[src/hdl/pcfbc_pkg.sv]
// shared types, constants and helper functions for the packet class flow byte counter
package pcfbc_pkg;

    localparam int TABLE_ENTRIES_DEF   = 128;
    localparam int BYTE_COUNT_BITS_DEF = 48;

    localparam int NUM_CLASSES = 7;
    localparam int CLASS_W     = 3;
    localparam int COUNT_W     = 32;
    localparam int SLOT_W      = 7;
    localparam int BYTES_OUT_W = 48;

    localparam logic [15:0] ETH_TYPE_IPV4 = 16'h0800;
    localparam logic [15:0] ETH_TYPE_ARP  = 16'h0806;
    localparam logic [15:0] ETH_TYPE_RARP = 16'h8035;

    localparam logic [7:0] PROTO_ICMP = 8'd1;
    localparam logic [7:0] PROTO_IGMP = 8'd2;
    localparam logic [7:0] PROTO_TCP  = 8'd6;
    localparam logic [7:0] PROTO_UDP  = 8'd17;

    localparam logic [7:0] TH_FIN  = 8'h01;
    localparam logic [7:0] TH_SYN  = 8'h02;
    localparam logic [7:0] TH_RST  = 8'h04;
    localparam logic [7:0] TH_PUSH = 8'h08;
    localparam logic [7:0] TH_ACK  = 8'h10;
    localparam logic [7:0] TH_URG  = 8'h20;

    typedef enum logic [CLASS_W-1:0] {
        CLS_ARP   = 3'd0,
        CLS_RARP  = 3'd1,
        CLS_ICMP  = 3'd2,
        CLS_IGMP  = 3'd3,
        CLS_TCP   = 3'd4,
        CLS_UDP   = 3'd5,
        CLS_OTHER = 3'd6
    } t_class;

    typedef enum logic [1:0] {
        FS_UNTRACKED = 2'd0,
        FS_UPDATED   = 2'd1,
        FS_INSERTED  = 2'd2,
        FS_FULL      = 2'd3
    } t_flow_status;

    typedef enum logic [1:0] {
        ST_IDLE,
        ST_WALK,
        ST_SEND
    } t_state;

    // lookup token handed from cell to cell
    typedef struct packed {
        logic                    valid;
        logic                    done;
        t_flow_status            status;
        logic [SLOT_W-1:0]       slot;
        logic [BYTES_OUT_W-1:0]  bytes;
        logic [31:0]             saddr;
        logic [31:0]             daddr;
        logic [15:0]             sport;
        logic [15:0]             dport;
        logic [15:0]             len;
    } t_token;

    function automatic t_class classify(input logic [15:0] etype, input logic [7:0] proto);
        t_class c;
        c = CLS_OTHER;
        if (etype == ETH_TYPE_IPV4) begin
            if (proto == PROTO_ICMP)      c = CLS_ICMP;
            else if (proto == PROTO_IGMP) c = CLS_IGMP;
            else if (proto == PROTO_TCP)  c = CLS_TCP;
            else if (proto == PROTO_UDP)  c = CLS_UDP;
        end else if (etype == ETH_TYPE_ARP) begin
            c = CLS_ARP;
        end else if (etype == ETH_TYPE_RARP) begin
            c = CLS_RARP;
        end
        return c;
    endfunction

    function automatic logic flags_tracked(input logic [7:0] f);
        return (f == TH_SYN) || (f == TH_ACK) || (f == TH_RST) ||
               (f == (TH_SYN | TH_ACK)) || (f == (TH_ACK | TH_PUSH)) ||
               (f == (TH_URG | TH_ACK)) || (f == (TH_FIN | TH_ACK)) ||
               (f == (TH_RST | TH_ACK));
    endfunction

endpackage

[src/hdl/pcfbc_cell.sv]
// one flow table slot: holds a key and byte total, matches or claims the passing token
module pcfbc_cell #(
    parameter int CELL_INDEX      = 0,
    parameter int BYTE_COUNT_BITS = pcfbc_pkg::BYTE_COUNT_BITS_DEF
) (
    input  logic              i_clk,
    input  logic              i_rst_n,
    input  pcfbc_pkg::t_token i_tok,
    output pcfbc_pkg::t_token o_tok
);
    import pcfbc_pkg::*;

    logic                       r_valid;
    logic [95:0]                r_key;
    logic [BYTE_COUNT_BITS-1:0] r_total;
    t_token                     r_tok;

    logic                       n_valid;
    logic [95:0]                n_key;
    logic [BYTE_COUNT_BITS-1:0] n_total;
    t_token                     n_tok;

    logic                       live;
    logic                       fwd;
    logic                       rev;
    logic                       hit;
    logic                       claim;
    logic [BYTE_COUNT_BITS:0]   sum;
    logic [BYTE_COUNT_BITS-1:0] upd_total;
    logic [63:0]                wide_total;

    // compare in both directions; valid slots form a prefix, so the first free one claims
    always_comb begin
        live  = i_tok.valid && !i_tok.done;
        fwd   = (r_key == {i_tok.saddr, i_tok.daddr, i_tok.sport, i_tok.dport});
        rev   = (r_key == {i_tok.daddr, i_tok.saddr, i_tok.dport, i_tok.sport});
        hit   = live && r_valid && (fwd || rev);
        claim = live && !r_valid;
        sum   = {1'b0, r_total} + (BYTE_COUNT_BITS + 1)'(i_tok.len);
        upd_total = sum[BYTE_COUNT_BITS] ? {BYTE_COUNT_BITS{1'b1}}
                                         : sum[BYTE_COUNT_BITS-1:0];
        n_valid = r_valid;
        n_key   = r_key;
        n_total = r_total;
        n_tok   = i_tok;
        wide_total = 64'(upd_total);
        if (hit) begin
            n_total      = upd_total;
            n_tok.done   = 1'b1;
            n_tok.status = FS_UPDATED;
            n_tok.slot   = SLOT_W'(CELL_INDEX);
            n_tok.bytes  = wide_total[BYTES_OUT_W-1:0];
        end else if (claim) begin
            wide_total   = 64'(i_tok.len);
            n_valid      = 1'b1;
            n_key        = {i_tok.saddr, i_tok.daddr, i_tok.sport, i_tok.dport};
            n_total      = BYTE_COUNT_BITS'(i_tok.len);
            n_tok.done   = 1'b1;
            n_tok.status = FS_INSERTED;
            n_tok.slot   = SLOT_W'(CELL_INDEX);
            n_tok.bytes  = wide_total[BYTES_OUT_W-1:0];
        end
    end

    // slot state and token stage
    always_ff @(posedge i_clk) begin
        if (!i_rst_n) begin
            r_valid     <= 1'b0;
            r_tok.valid <= 1'b0;
        end else begin
            r_valid     <= n_valid;
            r_tok.valid <= n_tok.valid;
        end
        r_key   <= n_key;
        r_total <= n_total;
        r_tok.done   <= n_tok.done;
        r_tok.status <= n_tok.status;
        r_tok.slot   <= n_tok.slot;
        r_tok.bytes  <= n_tok.bytes;
        r_tok.saddr  <= n_tok.saddr;
        r_tok.daddr  <= n_tok.daddr;
        r_tok.sport  <= n_tok.sport;
        r_tok.dport  <= n_tok.dport;
        r_tok.len    <= n_tok.len;
    end

    assign o_tok = r_tok;

endmodule

[config.mk]
export PLATFORM = sky130hd
export DESIGN_NAME = pcfbc_cell
export DESIGN_NICKNAME = d
export VERILOG_FILES = /design/src/hdl/pcfbc_pkg.sv /design/src/hdl/pcfbc_cell.sv
export SDC_FILE = /design/constraint.sdc
export NUM_CORES = 1
export LEC_CHECK = 0
export BUFFER_PORTS_ARGS = -buffer_cell sky130_fd_sc_hd__buf_2
export CORE_ASPECT_RATIO = 0.5
export CORE_UTILIZATION = 52
export CTS_CLUSTER_SIZE = 30
export DETAILED_ROUTE_END_ITERATION = 10
export PLACE_DENSITY_LB_ADDON = 0.3
export SKIP_LAST_GASP = 1
export SYNTH_ARGS = -nofsm -noshare
export SYNTH_HDL_FRONTEND = slang
export SYNTH_SLANG_ARGS = --single-unit
[constraint.sdc]
create_clock -name i_clk -period 5.8 [get_ports i_clk]
set_input_delay 0.58 -clock i_clk [delete_from_list [all_inputs] [get_ports i_clk]]
set_output_delay 0.58 -clock i_clk [all_outputs]
set_load 0.005 [all_outputs]
==> results of run 1 <==
-- registers in the layout (all words and copies together), names as in the netlist --
name     count
o_tok      171
r_total     48
r_key       96
r_valid      1
-- cell usage after synthesis (4+ instances only) --
library cell	number
sky130_fd_sc_hd__o21bai_1	4
sky130_fd_sc_hd__and4_1	5
sky130_fd_sc_hd__o21a_1	4
sky130_fd_sc_hd__a21o_1	32
sky130_fd_sc_hd__edfxtp_1	144
sky130_fd_sc_hd__nand3_1	23
sky130_fd_sc_hd__o211ai_1	4
sky130_fd_sc_hd__nand2_1	44
sky130_fd_sc_hd__and2_1	11
sky130_fd_sc_hd__ha_1	16
sky130_fd_sc_hd__nor4_1	17
sky130_fd_sc_hd__xnor2_1	201
sky130_fd_sc_hd__mux2i_1	12
sky130_fd_sc_hd__a21oi_1	51
sky130_fd_sc_hd__a31oi_1	5
sky130_fd_sc_hd__xor2_1	25
sky130_fd_sc_hd__inv_1	8
sky130_fd_sc_hd__buf_2	7
sky130_fd_sc_hd__clkbuf_1	8
sky130_fd_sc_hd__nor2_1	68
sky130_fd_sc_hd__o21ai_0	9
sky130_fd_sc_hd__and3_1	16
sky130_fd_sc_hd__nand4_1	56
sky130_fd_sc_hd__nor3_1	11
sky130_fd_sc_hd__a21oi_2	14
sky130_fd_sc_hd__dfxtp_1	172
-- path summary, 6_finish.rpt --
| kind | end |
|---|---|
| worst max-delay path | r_total[6]$_DFFE_PP_ |
| worst min-delay path | o_tok[52]$_DFF_P_ |
| worst max register to register | r_total[6]$_DFFE_PP_ |
| worst min register to register | r_valid$_SDFFE_PN0P_ |
-- logic make-up after synthesis --
kind of cell / Yosys count / share of synthesized area, %
buf+inv: 28 / 1.05
mux: 12 / 0.951
fa+ha+maj: 17 / 1.74
simple gates: 269 / 11.0
compound gates: 144 / 8.01
xor+xnor: 226 / 15.7
flops: 316 / 61.5
-- worst max-delay path, delay by kind of cell, from the launching register on --
| family | cells | cell delay [ps] |
|---|---|---|
| flops | 1 | 430 |
| simple gates | 3 | 1110 |
| compound gates | 3 | 1230 |
| xor+xnor | 1 | 210 |
| buf+inv | 2 | 790 |
-- through the flow --
| step | util, % | worst slack (ps) |
|---|---|---|
| finish | 66.7 | 1700 |
| global route | 66.7 | 1530 |
| CTS | 66.7 | 1820 |
| detailed placement | 62.9 | 1600 |
| global placement | 62.9 | 1670 |
| floorplan | - | 734 |
-- final cells by class --
class	count	area, µm²	area share [%]
Timing Repair Buffer	347	1750	11.2
Sequential cell	316	7770	49.9
Clock buffer	41	831	5.34
Clock inverter	9	67.6	0.434
Tap cell	307	384	2.47
Multi-Input combinational cell	668	4730	30.4
Inverter	9	36.3	0.233
-- routing by layer --
layer  GRT usage (%)  routed length [µm]  part of all wire [%]  up-vias
met5               0                   0                     0        -
met3            5.39                2180                   6.7       46
met2            43.2               15800                    49      351
li1                -                   -                     -     4342
met4            5.56                 541                   1.7        0
met1            34.2               14000                    43     4462
-- power groups by stage --
stage | sequential (W) | combinational [W] | clock [W]
2_1_floorplan | 0.00255 | 0.000244 | 0
3_3_place_gp | 0.00254 | 0.000498 | 0
3_5_place_dp | 0.00254 | 0.000504 | 0
4_1_cts | 0.00250 | 0.000508 | 0.00186
5_1_grt | 0.00250 | 0.000550 | 0.00195
6_report | 0.00250 | 0.000508 | 0.00183
-- cells in the final DEF, fill, tap and decap left out, drive strengths merged, types with 3 or more instances in the layout --
master    n
o211ai    4
xor2     25
or2       3
o21bai    4
nor4     17
and3     16
ha       16
or3       3
nor3     11
o21ai     9
clkinv    6
nand4b    3
a21oi    65
mux2i    12
xnor2   201
nand4    56
o21a      4
dfxtp   172
clkbuf   41
a21o     32
nor2     68
nor2b     3
buf     347
nand2    45
nand3    23
edfxtp  144
a31oi     5
and4      5
a211oi    4
inv      12
and2     12
o211a     3
==> results by stage, run 1 <==
Clock network:
- The H-tree level count is 1.
- CTS placed an instance of sky130_fd_sc_hd__clkbuf_16 at the clock tree root.
- Clock-pin slew was measured on the worst setup and hold paths at 70 ps.
- The insertion delay of the later-clocked pin in the worst-skew pair is roughly 570 ps.
- The total of hold buffers inserted after clock tree synthesis is 0.
- The CTS tree is done.
- The number of instances resized during post-cts repair is 0.
- The clock passes through at most 3 buffers.
- The setup fix buffers added after clock tree synthesis is 0.
- Clock tree synthesis found a total of approximately 320 sinks.
- The number of buffers inserted during clock tree synthesis is 27.

Detailed routing:
- The via count is between 9k and 10k.
- The number of vias per cell is between 5 and 6.
- The wire length per cell is 19.2 µm.
- In the routed design, unresolved DRC markers number 0.
- After detailed routing, the total wire length is about 33 mm.
- The iteration count of the initial detailed-routing pass is 5.
- The detail route stage leaves a number of antenna-violating nets equal to 0.
- The iteration-0 DRC count of the detailed router is between 600 and 700.

Floorplanning:
- The cell row count is 39.
- Measured along the y axis, the die boundary spans approximately 110 µm.
- The overall die width is ~220 µm.
- The placeable core region is ~0.023 mm².
- The die covers roughly 0.025 mm².
- For this configuration, the core starts out at a cell density of ~54%.
- about 340 I/O pins were placed.

Global routing:
- The number of antenna violations at the first check in global routing is 0.
- The global-route wire length before repair is about 50 mm.
- The number of global-route vias before repair is roughly 9.1k.
- The total global routing track utilization is between 20% and 30%.
- The remaining global-route overflow is 0.
- Entering global routing, the biggest net connects 70 pins.

STA:
- The total count of hold-check failures in the final report is 0.
- The worst hold-check slack is approximately 170 ps.
- The relative slew slack is between 20 and 30%.
- The highest achievable clock rate is roughly 240 MHz.
- The final critical path time including I/O delays and setup is between 4000 and 5000 ps.
- The worst path uses about 70% of the clock period.
- The post-route setup TNS is 0 ps.
- Setup violations remaining at the end of the flow were counted as 0.
- The clock tree skew after final layout is around 23 ps.
- At the pin with the least slew margin, the transition time is 1080 ps.
- The number of pins exceeding their max-slew limit in the final report came to 0.
- Setup repair after global routing left no endpoint under its margin.

Synth:
- The number of enable flip-flop cells after synthesis is between 100 and 150.
- The count of yosys warnings during synthesis is 0.
- The cell area that synthesis handed to floorplanning was between 0.01 and 0.015 mm².
- In the synthesized netlist the async set-or-reset flop fraction comes to 0%.
- The post-synthesis sequential element count is about 320.
- The leading register cell type out of synthesis is sky130_fd_sc_hd__dfxtp_1.
- Of the post-synthesis cell area, the dominant cell type holds 34.2%.
- The mean instance size in the synthesized netlist is between 10 and 15 µm².
- The sequential fraction of the synthesis area is about three fifths.
- Summed over all instances, the cell type with the most area after synthesis is sky130_fd_sc_hd__edfxtp_1.
- The net count after synthesis is about 1.2k.
- Sorting the synthesized cells by area gives the leading types as sky130_fd_sc_hd__edfxtp_1 34%, sky130_fd_sc_hd__dfxtp_1 27%, sky130_fd_sc_hd__xnor2_1 14%.
- After technology mapping, the gate count stands at around 1k.
- After synthesis, the netlist uses 55 different library cells.

Power:
- In this run the power density over the cells is between 300 and 400 mW/mm².
- The internal power of the cells totals around 0.0037 W.
- The sequential share of power is 51.6%.
- The analysis attributes to net switching a power of between 0.001 and 0.0015 W.
- Summing internal, switching and leakage power gives a little under 0.005 W.
- The clock share of power is 37.9%.
- The leakage power total is 6.26 nW.
- The relative contribution of combinational cells to total power is a little over a tenth.
- The worst ir drop on vdd is 0.213 mV.
- Net switching is roughly a quarter of the power.

Final layout:
- The final standard cell area without fillers is about 0.016 mm².
- 0 antenna diodes ended up in the layout.
- For this run, the post-layout net count is around 1.6k.
- The count of fill cells added during filler insertion is around 1.8k.
- The post-synthesis to final-layout area growth is 23.2%.
- For this run, the number of standard cells in the final layout without fillers is between 1.5k and 2k.
- The fraction of final layout cells with drive strength greater than 1 is 30.1%.

Critical path:
- The worst setup path is captured at a flop.
- The startpoint identified for the worst register-to-register timing path is r_key[62]$_DFFE_PP_.
- The required time reported for the critical path endpoint is between 6000 and 7000 ps.
- The worst-case register-to-register setup slack is 1700 ps.
- The data arrival at the endpoint of the critical path is ~4400 ps.
- The kind of start point of the critical path is a flop.
- The critical path's largest stage delay is between 600 and 700 ps.
- The number of cells on the worst reg-to-reg path is 9.
- The cell at the slowest stage of the critical path is sky130_fd_sc_hd__o32ai_4.
- The critical path is of the flop to flop type.
- The highest fanout seen on the critical path is 46.
- The critical path launch point is r_key[62]$_DFFE_PP_.
- The signal on the critical path passes through xor2_1, nor4_1, nand2_1, or3_1, o32ai_4, buf_4, inv_2, a21oi_2, a21oi_1.

Place:
- During placement, the flow inserted port buffers numbering ~340.
- The final RePlAce weighted congestion is 0.920.
- Once placement finished, the instance area stood at about 0.015 mm².
- Detailed placement finished with a half-perimeter wire length of between 20 and 25 mm.
- Counting tap cells, the placed design contains a total of 1647 instances.

Hold path:
- The path class of the tightest hold or removal check is input port to flop.
- The cell depth of the worst hold path is 1.
- The startpoint identified for the worst hold timing path is i_tok[52].

Job:
- Across the run, the number of max-cap violations was 0.

Status:
- The flow ran to the end, and the final reports show no timing, DRC or antenna violations.
(Power assumes the default switching activity.)
==> inputs of run 2 (changes only) <==
==> constraint.sdc (replaced) <==
create_clock -name i_clk -period 4.22 [get_ports i_clk]
set_input_delay 0.422 -clock i_clk [delete_from_list [all_inputs] [get_ports i_clk]]
set_output_delay 0.422 -clock i_clk [all_outputs]
set_load 0.005 [all_outputs]
==> run 2 against run 1 <==
- sequential share of layout area is 2.1 points lower
- power is 42% higher
- cell area increased by 4.5%
- clock power increased by 46%
- combinational power up 47%
- critical endpoint unchanged
- highest routed layer unchanged
==> results by stage, run 2 (synthesis results as in run 1) <==
Status:
- The flow ran to the end, and the final reports show no timing, DRC or antenna violations.

Place:
- The number of placed instances with taps included came to 1649 (+0.12%).
- The HPWL after detailed placement was 24.8 mm (+1.7%).
- The cell area reported after detailed placement was 0.0147 mm² (+0.19%).
- The quantity of I/O buffers inserted on ports is 343 (unchanged).
- The final RePlAce weighted congestion came to 0.964 (+4.8%).

Critical path:
- The cell at the slowest stage of the critical path is sky130_fd_sc_hd__dlygate4sd3_1.
- The capturing point of the worst reg2reg path is r_total[6]$_DFFE_PP_.
- Walking the worst path, the cells encountered are dlygate4sd3_1, buf_2, xnor2_1, nand4_1, or3_1, or3_1, o32ai_4, inv_2, a21oi_2, a21oi_1.
- The worst-case register-to-register setup slack is 900 ps (-800 ps).
- The critical path's largest stage delay was 530 ps (-130 ps).
- The depth of the most critical reg-to-reg path was 8 (-1).
- The setup path with the least slack is of type input port to flop.
- The start of the worst register-to-register path is r_key[30]$_DFFE_PP_.
- The kind of end point of the critical path is a flop.
- Among the stages of the critical path, the cell type that occurs most often is sky130_fd_sc_hd__or3_1.
- STA classifies the critical path startpoint as an input port.
- The required time reported for the critical path endpoint is 4510 ps (-1570 ps).
- The highest fanout seen on the critical path is 46 (unchanged).
- The data arrival at the endpoint of the critical path was 3720 ps (-660 ps).

Final layout:
- The count of fill cells added during filler insertion was 1693 (-6.3%).
- The number of standard cells in the layout, taps in and fillers out was 1760 (+3.7%).
- The number of flip-flops under the largest register name is 171 (unchanged).
- The footprint of the multi-input gates is 0.00473 mm² (unchanged).
- The final standard cell area without fillers is 0.0163 mm² (+4.5%).
- In the layout the commonest cells are 343 x sky130_fd_sc_hd__buf_2, 201 x sky130_fd_sc_hd__xnor2_1, 172 x sky130_fd_sc_hd__dfxtp_1, 144 x sky130_fd_sc_hd__edfxtp_1, 67 x sky130_fd_sc_hd__nor2_1.
- The most frequent standard cell in the layout excluding fill and tap cells is sky130_fd_sc_hd__buf_2.
- The total number of nets in the final design is 1620 (+3.9%).
- The total area of sequential cells is 0.00777 mm² (unchanged).
- The fraction of final layout cells with drive strength greater than 1 is 29.1% (-0.94 points).
- The post-synthesis to final-layout area growth is 28.8%.

Detailed routing:
- The final routed DRC violation total is 0 (unchanged).
- Routed signal wires occupy layers up through met4.
- The iteration-0 DRC count of the detailed router is 797 (+16%).
- The total met2 wirelength after detailed routing came to 16.9 mm (+6.9%).
- The via count is 9557 (+3.9%).
- The total wire length after detailed routing is 34.5 mm (+6.1%).
- The wire length per cell came to 19.6 µm (+2.3%).
- The iteration count of the initial detailed-routing pass came to 5 (unchanged).
- The met1 wire length is 14.3 mm (+2.2%).
- The total length of routed met3 wires is 2.34 mm (+7.5%).
- The residual antenna-violating net count after detailed routing was 0 (unchanged).
- The number of vias per cell is 5.43 (+0.15%).

Clock network:
- TritonCTS built the clock tree.
- The number of instances resized during post-cts repair is 0 (unchanged).
- The insertion delay of the later-clocked pin in the worst-skew pair is 580 ps (about the same).
- The number of buffers inserted during clock tree synthesis is 28 (+3.7%).
- The clock root buffer is sky130_fd_sc_hd__clkbuf_16.
- The largest buffer count on any clock path came to 3 (unchanged).
- The setup fix buffers added after clock tree synthesis is 0 (unchanged).
- The H-tree level count is 1 (unchanged).
- The count of clock tree sinks is 316 (unchanged).
- The clock input transition at the sequential cells of the worst setup and hold paths came to 70 ps (about the same).

Power:
- The total power draw is 0.00686 W (+42%).
- The leakage power total is 6.55 nW (+4.7%).
- The ratio of total power to cell area is 422 mW/mm² (+36%).
- The worst ir drop on vdd is 0.318 mV (+50%).

Global routing:
- The number of antenna violations at the first check in global routing is 1 (+1).
- The largest net degree at the start of global routing is 97 (+39%).
- The remaining global-route overflow is 0 (unchanged).
- The total global routing track utilization is 27.4% (+1.8 points).
- The global-route wire length before repair is 53.4 mm (+7.0%).
- The number of global-route vias before repair is 9662 (+6.3%).

STA:
- The highest achievable clock rate is about 290 MHz.
- The relative slew slack is 34.9% (+7.1 points).
- The total count of hold-check failures in the final report came to 0 (unchanged).
- The clock period could shrink to 3420 ps.
- Setup repair after global routing left no endpoint under its margin.
- The number of failing setup endpoints in the final timing report came to 0 (unchanged).
- The number of pins exceeding their max-slew limit in the final report was 0 (unchanged).
- The post-route setup TNS is 0 ps (unchanged).
- The final clock period utilization by the worst path is about four fifths.
- The actual slew at the worst max-slew pin was 976 ps (-106 ps).
- The clock tree skew after final layout is 35.2 ps (+12.4 ps).

Hold path:
- The tightest min-delay check is of the input port to flop type.
- The startpoint identified for the worst hold timing path is i_tok[97].
- The cell depth of the worst hold path was 1 (unchanged).
- The end of the worst hold path is o_tok[97]$_DFF_P_.

Floorplanning:
- The cell row count is 39 (unchanged).
- The placeable core region was 0.0233 mm² (unchanged).
- The overall die width is 222 µm (unchanged).
- The I/O pin count is 344 (unchanged).
- The floorplan die area is 0.0249 mm² (unchanged).
- The die boundary height is 112 µm (unchanged).
- The starting utilization of the core area is 54.1% (unchanged).

Job:
- The max-capacitance violation count is 0 (unchanged).
[run 2: area by class of cell]
type / instances / share of cell area (%)
multi-input cells: 668 / 29.1
inverters: 9 / 0.223
well taps: 307 / 2.36
diodes: 1 / 0.0154
clock inverters: 10 / 0.546
repair buffers: 407 / 14.5
clock buffers: 42 / 5.52
flip-flops and latches: 316 / 47.8
[run 2: worst max-delay path, delay by kind of cell]
family          cells  cell delay, ps
simple gates        3             930
xor+xnor            1             260
buf+inv             3            1130
compound gates      3             950
[run 2: routing by layer]
layer  track usage (%)  up-vias
li1                  -     4471
met1              35.7     4639
met2              47.0      376
met3              5.34       71
met4              7.63        0
met5                 0        -
[run 2: where the power goes]
group / internal, W / switching (W) / leakage [nW] / total [W]
Combinational: 0.000352 / 0.000397 / 3.24 / 0.000749
Sequential: 0.00336 / 0.0000701 / 2.83 / 0.00343
Clock: 0.00149 / 0.00118 / 0.488 / 0.00268
Total: 0.00521 / 0.00165 / 6.55 / 0.00686
[run 2: timing repair]
item | 4_1_cts | 5_1_grt
endpoints found under the setup margin | 0 | 0
hold buffers | 53 | 5
hold endpoints to repair | 53 | 5
[run 2: worst max path at each step]
stage,from,to,slack [ps]
4_1_cts,i_tok[11],r_total[36]$_SDFFCE_PN0P_,830
3_5_place_dp,i_tok[13],r_total[36]$_SDFFCE_PN0P_,720
2_1_floorplan,i_tok[170],r_total[0]$_DFFE_PP_,740
3_3_place_gp,i_tok[13],r_total[36]$_SDFFCE_PN0P_,770
5_1_grt,i_tok[11],r_total[36]$_SDFFCE_PN0P_,520
6_report,i_tok[46],r_total[6]$_DFFE_PP_,800
[run 2: metrics by stage]
stage                     worst slack [ps]  util [%]  hold WS [ps]
after global routing                   518      69.7         -1.00
after CTS                              828      69.5         0.277
after floorplan                        737         -           450
final                                  795      69.7          17.9
after global placement                 769      63.0           539
after detailed placement               719      63.0           551
